## src/rtl/adaptive_corner_threshold_regulator_macros.svh

```systemverilog
// Assertion macros shared by the corner threshold regulator RTL.
`ifndef ADAPTIVE_CORNER_THRESHOLD_REGULATOR_MACROS_SVH
`define ADAPTIVE_CORNER_THRESHOLD_REGULATOR_MACROS_SVH

// Same-cycle implication, sampled on clk_i, off during reset.
`define ACTR_ASSERT_SAME(label, ante, cons, msg) \
  label: assert property (@(posedge clk_i) disable iff (!rst_ni) (ante) |-> (cons)) \
    else $error(msg);

// Next-cycle implication, sampled on clk_i, off during reset.
`define ACTR_ASSERT_NEXT(label, ante, cons, msg) \
  label: assert property (@(posedge clk_i) disable iff (!rst_ni) (ante) |=> (cons)) \
    else $error(msg);

`endif

```

## src/rtl/actr_pkg.sv

```systemverilog
// Types and constants of the corner threshold regulator.
package actr_pkg;

  localparam int unsigned CellW   = 6;
  localparam int unsigned CountW  = 12;
  localparam int unsigned BandW   = 13;
  localparam int unsigned ThrW    = 8;
  localparam int unsigned HistW   = 9;
  localparam int unsigned TrialW  = 4;
  localparam int unsigned CfgIdxW = 3;
  localparam int unsigned CfgW    = 13;
  localparam int unsigned InDataW = 24;
  localparam int unsigned InUserW = 2;
  localparam int unsigned OutDataW = 8;

  localparam logic [HistW-1:0]  HistLastRst  = 9'h1FF;
  localparam logic [HistW-1:0]  HistOlderRst = 9'h1FE;
  localparam logic [TrialW-1:0] TrialMax     = 4'hF;

  typedef enum logic [CfgIdxW-1:0] {
    CFG_LOW_INNER  = 3'd0,
    CFG_LOW_OUTER  = 3'd1,
    CFG_HIGH_INNER = 3'd2,
    CFG_HIGH_OUTER = 3'd3,
    CFG_FLOOR      = 3'd4,
    CFG_CEILING    = 3'd5,
    CFG_START      = 3'd6,
    CFG_TRIALS     = 3'd7
  } cfg_reg_e;

  typedef struct packed {
    logic [BandW-1:0]  low_inner;
    logic [BandW-1:0]  low_outer;
    logic [BandW-1:0]  high_inner;
    logic [BandW-1:0]  high_outer;
    logic [ThrW-1:0]   floor_thr;
    logic [ThrW-1:0]   ceiling_thr;
    logic [ThrW-1:0]   start_thr;
    logic [TrialW-1:0] trial_limit;
  } cfg_t;

endpackage

```

## src/rtl/actr_ram.sv

```systemverilog
// Generic single-write, single-read RAM with registered read data.
module actr_ram #(
  parameter int unsigned Width = 8,
  parameter int unsigned Depth = 64,
  localparam int unsigned AddrW = (Depth > 1) ? $clog2(Depth) : 1
) (
  input  logic             clk_i,
  input  logic             we_i,
  input  logic [AddrW-1:0] waddr_i,
  input  logic [Width-1:0] wdata_i,
  input  logic             re_i,
  input  logic [AddrW-1:0] raddr_i,
  output logic [Width-1:0] rdata_o
);

  logic [Width-1:0] mem_q [Depth];
  logic [Width-1:0] rdata_q;

  always_ff @(posedge clk_i) begin
    if (we_i) begin
      mem_q[waddr_i] <= wdata_i;
    end
    if (re_i) begin
      rdata_q <= mem_q[raddr_i];
    end
  end

  assign rdata_o = rdata_q;

endmodule

```

## src/rtl/adaptive_corner_threshold_regulator.sv

```systemverilog
// Top level of the adaptive corner threshold regulator.
// Usage: each slave beat carries one detection trial of one grid cell
// (cell number and corner count in tdata, row and cell begin flags in
// tuser). Each accepted beat yields exactly one master beat with the
// updated cell threshold in tdata and the retry request in tuser.
// Throughput: one beat per cycle while the receiver is ready, set by
// the per-cell threshold table RAM (registered read) with a one-entry
// bypass of the latest write; the read stage feeds a result register.
// Registers are written through the cfg channel (index, data), always
// ready; write them only while the block is idle. Writing the start
// threshold reloads every cell by clearing the per-cell valid bits.
// Reset restores the register defaults, marks every cell as holding the
// start threshold, and resets the row history and trial counter.
// A stalled receiver holds the result register; one further beat is
// taken into the read stage, then tready drops until the result moves.
// Cells at or beyond NUM_CELLS return threshold 0, no retry, no update.
`include "adaptive_corner_threshold_regulator_macros.svh"

module adaptive_corner_threshold_regulator
  import actr_pkg::*;
#(
  parameter int unsigned NUM_CELLS = 64
) (
  input  logic                clk_i,
  input  logic                rst_ni,
  input  logic                s_axis_tvalid,
  output logic                s_axis_tready,
  // [5:0] cell_number, [17:6] corner_count, [23:18] zero
  input  logic [InDataW-1:0]  s_axis_tdata,
  // [0] row_begin, [1] cell_begin
  input  logic [InUserW-1:0]  s_axis_tuser,
  output logic                m_axis_tvalid,
  input  logic                m_axis_tready,
  // [7:0] new_threshold
  output logic [OutDataW-1:0] m_axis_tdata,
  // [0] retry
  output logic [0:0]          m_axis_tuser,
  input  logic                cfg_valid_i,
  output logic                cfg_ready_o,
  input  logic [CfgIdxW-1:0]  cfg_index_i,
  input  logic [CfgW-1:0]     cfg_data_i
);

  localparam int unsigned AddrW = (NUM_CELLS > 1) ? $clog2(NUM_CELLS) : 1;

  cfg_t              cfg_q;
  logic              in_accept;
  logic              advance;

  logic              s1_valid_q;
  logic              s1_row_begin_q;
  logic              s1_cell_begin_q;
  logic [CellW-1:0]  s1_cell_q;
  logic [CountW-1:0] s1_count_q;
  logic [AddrW-1:0]  s1_addr;
  logic              in_range;

  logic [NUM_CELLS-1:0] vld_q;
  logic              byp_valid_q;
  logic [AddrW-1:0]  byp_addr_q;
  logic [ThrW-1:0]   byp_thr_q;
  logic [ThrW-1:0]   ram_rdata;

  logic [HistW-1:0]  last_q;
  logic [HistW-1:0]  older_q;
  logic [TrialW-1:0] trial_q;

  logic              out_valid_q;
  logic [ThrW-1:0]   out_thr_q;
  logic              out_retry_q;

  logic [ThrW-1:0]   thr_cur;
  logic [ThrW-1:0]   thr_d;
  logic [HistW-1:0]  last_eff;
  logic [HistW-1:0]  older_eff;
  logic [TrialW-1:0] trial_eff;
  logic [HistW-1:0]  last_d;
  logic [HistW-1:0]  older_d;
  logic [TrialW-1:0] trial_d;
  logic              osc;
  logic              two_step;
  logic              retry_d;
  logic [BandW-1:0]  count_ext;
  logic [ThrW-1:0]   thr_m1;
  logic [ThrW-1:0]   thr_p1;
  logic [TrialW:0]   trial_next;

  assign cfg_ready_o   = 1'b1;
  assign in_accept     = s_axis_tvalid && s_axis_tready;
  assign advance       = s1_valid_q && (!out_valid_q || m_axis_tready);
  assign s_axis_tready = !s1_valid_q || advance;

  assign s1_addr  = AddrW'(s1_cell_q);
  assign in_range = 32'(s1_cell_q) < NUM_CELLS;

  actr_ram #(
    .Width (ThrW),
    .Depth (NUM_CELLS)
  ) u_thr_ram (
    .clk_i   (clk_i),
    .we_i    (advance && in_range),
    .waddr_i (s1_addr),
    .wdata_i (thr_d),
    .re_i    (in_accept),
    .raddr_i (AddrW'(s_axis_tdata[CellW-1:0])),
    .rdata_o (ram_rdata)
  );

  always_comb begin
    if (byp_valid_q && byp_addr_q == s1_addr) begin
      thr_cur = byp_thr_q;
    end else if (vld_q[s1_addr]) begin
      thr_cur = ram_rdata;
    end else begin
      thr_cur = cfg_q.start_thr;
    end

    last_eff  = s1_row_begin_q ? HistLastRst : last_q;
    older_eff = s1_row_begin_q ? HistOlderRst : older_q;
    trial_eff = s1_cell_begin_q ? '0 : trial_q;
    count_ext = BandW'(s1_count_q);
    thr_m1    = thr_cur - 8'd1;
    thr_p1    = thr_cur + 8'd1;

    osc      = {1'b0, thr_cur} == older_eff;
    thr_d    = thr_cur;
    two_step = 1'b0;
    last_d   = last_eff;
    older_d  = older_eff;
    if (!osc) begin
      older_d = last_eff;
      last_d  = {1'b0, thr_cur};
      if (count_ext < cfg_q.low_inner) begin
        if (thr_cur > cfg_q.floor_thr) begin
          thr_d = thr_m1;
          if (count_ext < cfg_q.low_outer && thr_m1 > cfg_q.floor_thr) begin
            thr_d    = thr_cur - 8'd2;
            two_step = 1'b1;
          end
        end
      end else if (count_ext > cfg_q.high_inner) begin
        if (thr_cur < cfg_q.ceiling_thr) begin
          thr_d = thr_p1;
          if (count_ext > cfg_q.high_outer && thr_p1 < cfg_q.ceiling_thr) begin
            thr_d    = thr_cur + 8'd2;
            two_step = 1'b1;
          end
        end
      end
    end

    trial_next = {1'b0, trial_eff} + 5'd1;
    retry_d    = two_step && (trial_next < {1'b0, cfg_q.trial_limit});
    trial_d    = (trial_eff < TrialMax) ? trial_next[TrialW-1:0] : trial_eff;
  end

  always_ff @(posedge clk_i or negedge rst_ni) begin
    if (!rst_ni) begin
      cfg_q.low_inner   <= 13'd10;
      cfg_q.low_outer   <= 13'd7;
      cfg_q.high_inner  <= 13'd10;
      cfg_q.high_outer  <= 13'd13;
      cfg_q.floor_thr   <= 8'd5;
      cfg_q.ceiling_thr <= 8'd80;
      cfg_q.start_thr   <= 8'd20;
      cfg_q.trial_limit <= 4'd3;
      s1_valid_q        <= 1'b0;
      out_valid_q       <= 1'b0;
      vld_q             <= '0;
      byp_valid_q       <= 1'b0;
      last_q            <= HistLastRst;
      older_q           <= HistOlderRst;
      trial_q           <= '0;
    end else begin
      if (cfg_valid_i) begin
        case (cfg_reg_e'(cfg_index_i))
          CFG_LOW_INNER:  cfg_q.low_inner   <= cfg_data_i;
          CFG_LOW_OUTER:  cfg_q.low_outer   <= cfg_data_i;
          CFG_HIGH_INNER: cfg_q.high_inner  <= cfg_data_i;
          CFG_HIGH_OUTER: cfg_q.high_outer  <= cfg_data_i;
          CFG_FLOOR:      cfg_q.floor_thr   <= cfg_data_i[ThrW-1:0];
          CFG_CEILING:    cfg_q.ceiling_thr <= cfg_data_i[ThrW-1:0];
          CFG_START: begin
            cfg_q.start_thr <= cfg_data_i[ThrW-1:0];
            vld_q           <= '0;
            byp_valid_q     <= 1'b0;
          end
          CFG_TRIALS:     cfg_q.trial_limit <= cfg_data_i[TrialW-1:0];
          default: ;
        endcase
      end
      if (in_accept) begin
        s1_valid_q <= 1'b1;
      end else if (advance) begin
        s1_valid_q <= 1'b0;
      end
      if (advance) begin
        out_valid_q <= 1'b1;
      end else if (m_axis_tready) begin
        out_valid_q <= 1'b0;
      end
      if (advance && in_range) begin
        vld_q[s1_addr] <= 1'b1;
        byp_valid_q    <= 1'b1;
        last_q         <= last_d;
        older_q        <= older_d;
        trial_q        <= trial_d;
      end
    end
  end

  always_ff @(posedge clk_i) begin
    if (in_accept) begin
      s1_row_begin_q  <= s_axis_tuser[0];
      s1_cell_begin_q <= s_axis_tuser[1];
      s1_cell_q       <= s_axis_tdata[CellW-1:0];
      s1_count_q      <= s_axis_tdata[CellW+CountW-1:CellW];
    end
    if (advance) begin
      out_thr_q   <= in_range ? thr_d : '0;
      out_retry_q <= in_range && retry_d;
    end
    if (advance && in_range) begin
      byp_addr_q <= s1_addr;
      byp_thr_q  <= thr_d;
    end
  end

  assign m_axis_tvalid   = out_valid_q;
  assign m_axis_tdata    = out_thr_q;
  assign m_axis_tuser[0] = out_retry_q;

  `ACTR_ASSERT_SAME(a_ready_drop, !s_axis_tready, s1_valid_q && out_valid_q && !m_axis_tready, "tready low without a full pipeline")
  `ACTR_ASSERT_NEXT(a_out_of_range, advance && !in_range, m_axis_tdata == '0 && m_axis_tuser == '0, "out-of-range cell gave a nonzero result")
  `ACTR_ASSERT_SAME(a_retry_moves, advance && retry_d, thr_d != thr_cur && !osc, "retry without a threshold move")
  `ACTR_ASSERT_NEXT(a_trial_sat, advance && in_range && !s1_cell_begin_q && trial_q == TrialMax, trial_q == TrialMax, "trial counter left saturation")

endmodule

```

## config.mk

```make
export PLATFORM = sky130hd
export DESIGN_NAME = adaptive_corner_threshold_regulator
export DESIGN_NICKNAME = d
export VERILOG_FILES = /design/src/rtl/actr_pkg.sv /design/src/rtl/actr_ram.sv /design/src/rtl/adaptive_corner_threshold_regulator.sv
export VERILOG_INCLUDE_DIRS = /design/src /design/src/rtl
export SDC_FILE = /design/constraint.sdc
export NUM_CORES = 1
export LEC_CHECK = 0
export BUFFER_PORTS_ARGS = -buffer_cell sky130_fd_sc_hd__buf_2
export CAP_MARGIN = 20
export CORE_MARGIN = 2
export CORE_UTILIZATION = 35
export DETAILED_ROUTE_END_ITERATION = 12
export SETUP_SLACK_MARGIN = 0.5
export SYNTH_ARGS = -nofsm -noshare
export SYNTH_HDL_FRONTEND = slang
export SYNTH_SLANG_ARGS = --single-unit
```

## constraint.sdc

```tcl
create_clock -name clk_i -period 19 [get_ports clk_i]
set_input_delay 3.8 -clock clk_i [delete_from_list [all_inputs] [get_ports clk_i]]
set_output_delay 3.8 -clock clk_i [all_outputs]
set_load 0.03 [all_outputs]
```

==> metrics.txt <==
fin worst setup slack=between 10 and 15 ns; Die X-Extent=303 um; DR vias/cell=approximately 5.4; Inst Count DP=3010; n_diodes=0; Sink Count=724; Design Power=between 4 and 5 mW; largest cells by area after synthesis=edfxtp_1 (53%), mux4_2 (13%), dfrtp_1 (11%); final setup vio count=0; drt total wl=approximately 72 mm; Final Hold Fails=0; Crit Reg-Reg Startpoint=s1_addr[0]; Layout Cells excl Fill=around 3100; sequential-to-total area share from yosys stat=between 60% and 70%; Pre-antenna DRT Iters=11; initial DRC count=~1200; CTS tree=done; Tightest Hold Check Type=reg -> reg; fraction of the cycle the final worst path needs=42.5%; Synth Net Count=1982; post-DP HPWL=between 40 and 50 mm; area share of the largest cell type after synthesis=approximately 53%; Max Freq=roughly 120 MHz; Worst Path Arrival=4.27 ns; outcome=complete, but fails checks; Core Region=between 80000 and 90000 um^2; clock skew=approximately 0.053 ns; Via Count=around 17000; vias in the first global route=roughly 17000; root buf cell=clkbuf_16; initial antenna violation count=3; post-synth top area cell=edfxtp_1; GRT Total Usage=~16%; Register Area=20900 um^2; failing checks=DRC; post-placement worst setup slack=10.92 ns; Worst Tran Pin Value=about 1.3 ns; H-tree levels=3; Placer Congestion=just over 0.8; post-synthesis instance total=between 1500 and 2000; Max VDD drop=0.000172 V; Data required, critical path=roughly 15 ns; critical path type=in -> out; critical path endpoint category=primary output; unrepaired setup endpoints after global routing=false; Yosys reg bits=between 700 and 800; Die Height=~300 um; Initial Util=a little over a third; Setup crit start kind=primary input; Slew Viols, Final=0; I/O Pins=59; Buffers on Ports=51; Slew HR=16.4%; largest net degree at the start of global routing=between 90 and 100; PwrDens=around 120 nW/um^2; Final ANT Viol Nets=0; min-delay src=vld_q[13]; Leak Pwr=12.9 nW; hold-fix buffers at CTS=0; maximum root-to-sink buffer count=3; Avg Cell Area, Syn=16.9 um^2; Final nets=~2100; Filler cells=7942; cts repair resizes=0; Worst-path clk slew=about 0.06 ns; Syn-to-layout area delta=13.0%; Synth cell types=92; Ys Warns=0; clock latency on the worst-skew pair=between 0.6 and 0.7 ns; residual DRC count=9; die area=about 90000 um^2; asr flop ratio synth=23.3%; grt ovf=0; Mapped Area=31300 um^2; Num CTS Buffers=75; min Tclk post-route=8.07 ns; Fin Hold WS=approximately 0.48 ns; wire per inst=roughly 23 um; MaxCap Viol Count=0; Rows=between 100 and 150; Post-synth EDFFs=between 500 and 600; final setup TNS=0 ns; first-pass GRT wire length=roughly 110 mm; crit path from=m_axis_tready; area of the multi-input gates=9670 um^2; post-CTS setup buffer count=0; layout cells sized above 1=about 25%; ys flop type=edfxtp_1; largest fanout on the critical path=3
[logic make-up after synthesis]
| kind of cell | Yosys count | share of synthesized area (%) |
|---|---|---|
| adders and majority gates | 83 | 3.32 |
| xor gates and xnor gates | 35 | 0.980 |
| and+or+nand+nor | 322 | 5.18 |
| DFF | 724 | 66.9 |
| AOI/OAI and AO/OA | 266 | 6.01 |
| muxes | 247 | 15.1 |
| buffers and inverters | 174 | 2.46 |
| other | 1 | 0.0120 |
[worst paths after layout]
check / slack (ns) / cells past startpoint / end
setup / recovery: 10.93 / 3 / s_axis_tready
hold / removal: 0.48 / 1 / vld_q[13]
setup reg to reg: 11.44 / 23 / u_thr_ram.mem_q[41][4]
hold reg to reg: 0.48 / 1 / vld_q[13]
max in group asynchronous: 14.39 / 3 / vld_q[46]
min in group asynchronous: 3.29 / 1 / cfg_q[59]
[stage by stage]
stage / area [um^2] / utilization, %
floorplan: 31300 / -
global placement: 32900 / 37.2
detailed placement: 32900 / 37.2
CTS: 35300 / 39.9
global route: 35400 / 40.0
finish: 35400 / 40.0
[sequential cells by signal, indices dropped and copies added, names as in the netlist]
register           flops
s1_addr                6
s1_cell_begin_q        1
m_axis_tvalid          1
u_thr_ram.rdata_o      8
m_axis_tdata           8
u_thr_ram.mem_q      512
byp_valid_q            1
s1_row_begin_q         1
m_axis_tuser           1
last_q                 9
byp_addr_q             6
cfg_q                 80
older_q                9
s1_valid_q             1
vld_q                 64
trial_q                4
s1_count_q            12
[layer usage]
| layer | share of wire [%] | GRT usage [%] | vias to the layer above |
|---|---|---|---|
| met5 | 0.037 | 0 | - |
| met4 | 2.3 | 4.48 | 4 |
| met3 | 5.6 | 2.72 | 120 |
| met2 | 48 | 26.1 | 479 |
| met1 | 44 | 22.1 | 8814 |
| li1 | - | - | 7433 |
[cells in the mapped netlist (all sizes together) (4+ instances only)]
cell type and count:
edfxtp 555, mux4 174, dfrtp 134, nor2 101
ha 83, inv 79, a21o 76, nand2 75
o21ai 68, clkbuf 52, mux2 51, buf 41
dfstp 35, a21oi 32, nor3 29, nand3 24
xnor2 23, mux2i 22, nand2b 15, nor2b 14
nand4 13, a211oi 12, xor2 12, a31oi 9
or3 7, nand3b 6, nor4 6, o311ai 6
a22oi 5, and3 5, nand4b 5, nor3b 5
o22ai 5, a31o 4, o211ai 4, o21a 4
o31ai 4, or3b 4
[worst max-delay path: stages]
cell and delay (ns):
buf_2 0.10, nand3b_1 0.18, buf_2 0.20
[power breakdown]
part | switching (mW) | internal (mW)
sequential | 0.0540 | 2.07
clock | 0.618 | 0.841
combinational | 0.574 | 0.257
[placed cells by master (no fill, tap or decap), types with 5 or more instances in the layout]
| cell type | instances |
|---|---|
| nor2b_1 | 14 |
| dfrtp_1 | 134 |
| nand2b_1 | 15 |
| xor2_1 | 12 |
| nand3_1 | 22 |
| mux2_2 | 42 |
| nor3_1 | 24 |
| nand3b_1 | 6 |
| nand4_1 | 12 |
| clkbuf_1 | 27 |
| nor2_1 | 101 |
| a211oi_1 | 10 |
| clkbuf_16 | 76 |
| clkbuf_8 | 7 |
| or3_1 | 6 |
| mux2i_1 | 22 |
| a21o_1 | 76 |
| clkinv_1 | 7 |
| bufinv_16 | 5 |
| a21oi_1 | 32 |
| and3_1 | 5 |
| a31oi_1 | 9 |
| mux2_4 | 5 |
| nand4b_1 | 5 |
| ha_1 | 83 |
| dfstp_2 | 35 |
| inv_6 | 5 |
| nand2_1 | 75 |
| inv_1 | 75 |
| clkinv_2 | 9 |
| buf_2 | 48 |
| edfxtp_1 | 555 |
| mux4_2 | 174 |
| o21ai_0 | 67 |
| buf_4 | 36 |
| xnor2_1 | 20 |
[final cells by class]
type,count,share of cell area (%)
clock buffers,109,5.90
clock inverters,29,0.980
inverters,81,0.867
multi-input cells,954,27.3
flip-flops and latches,724,59.2
well taps,1165,4.12
repair buffers,87,1.59
Note: power is estimated with default switching activity, not from simulation.
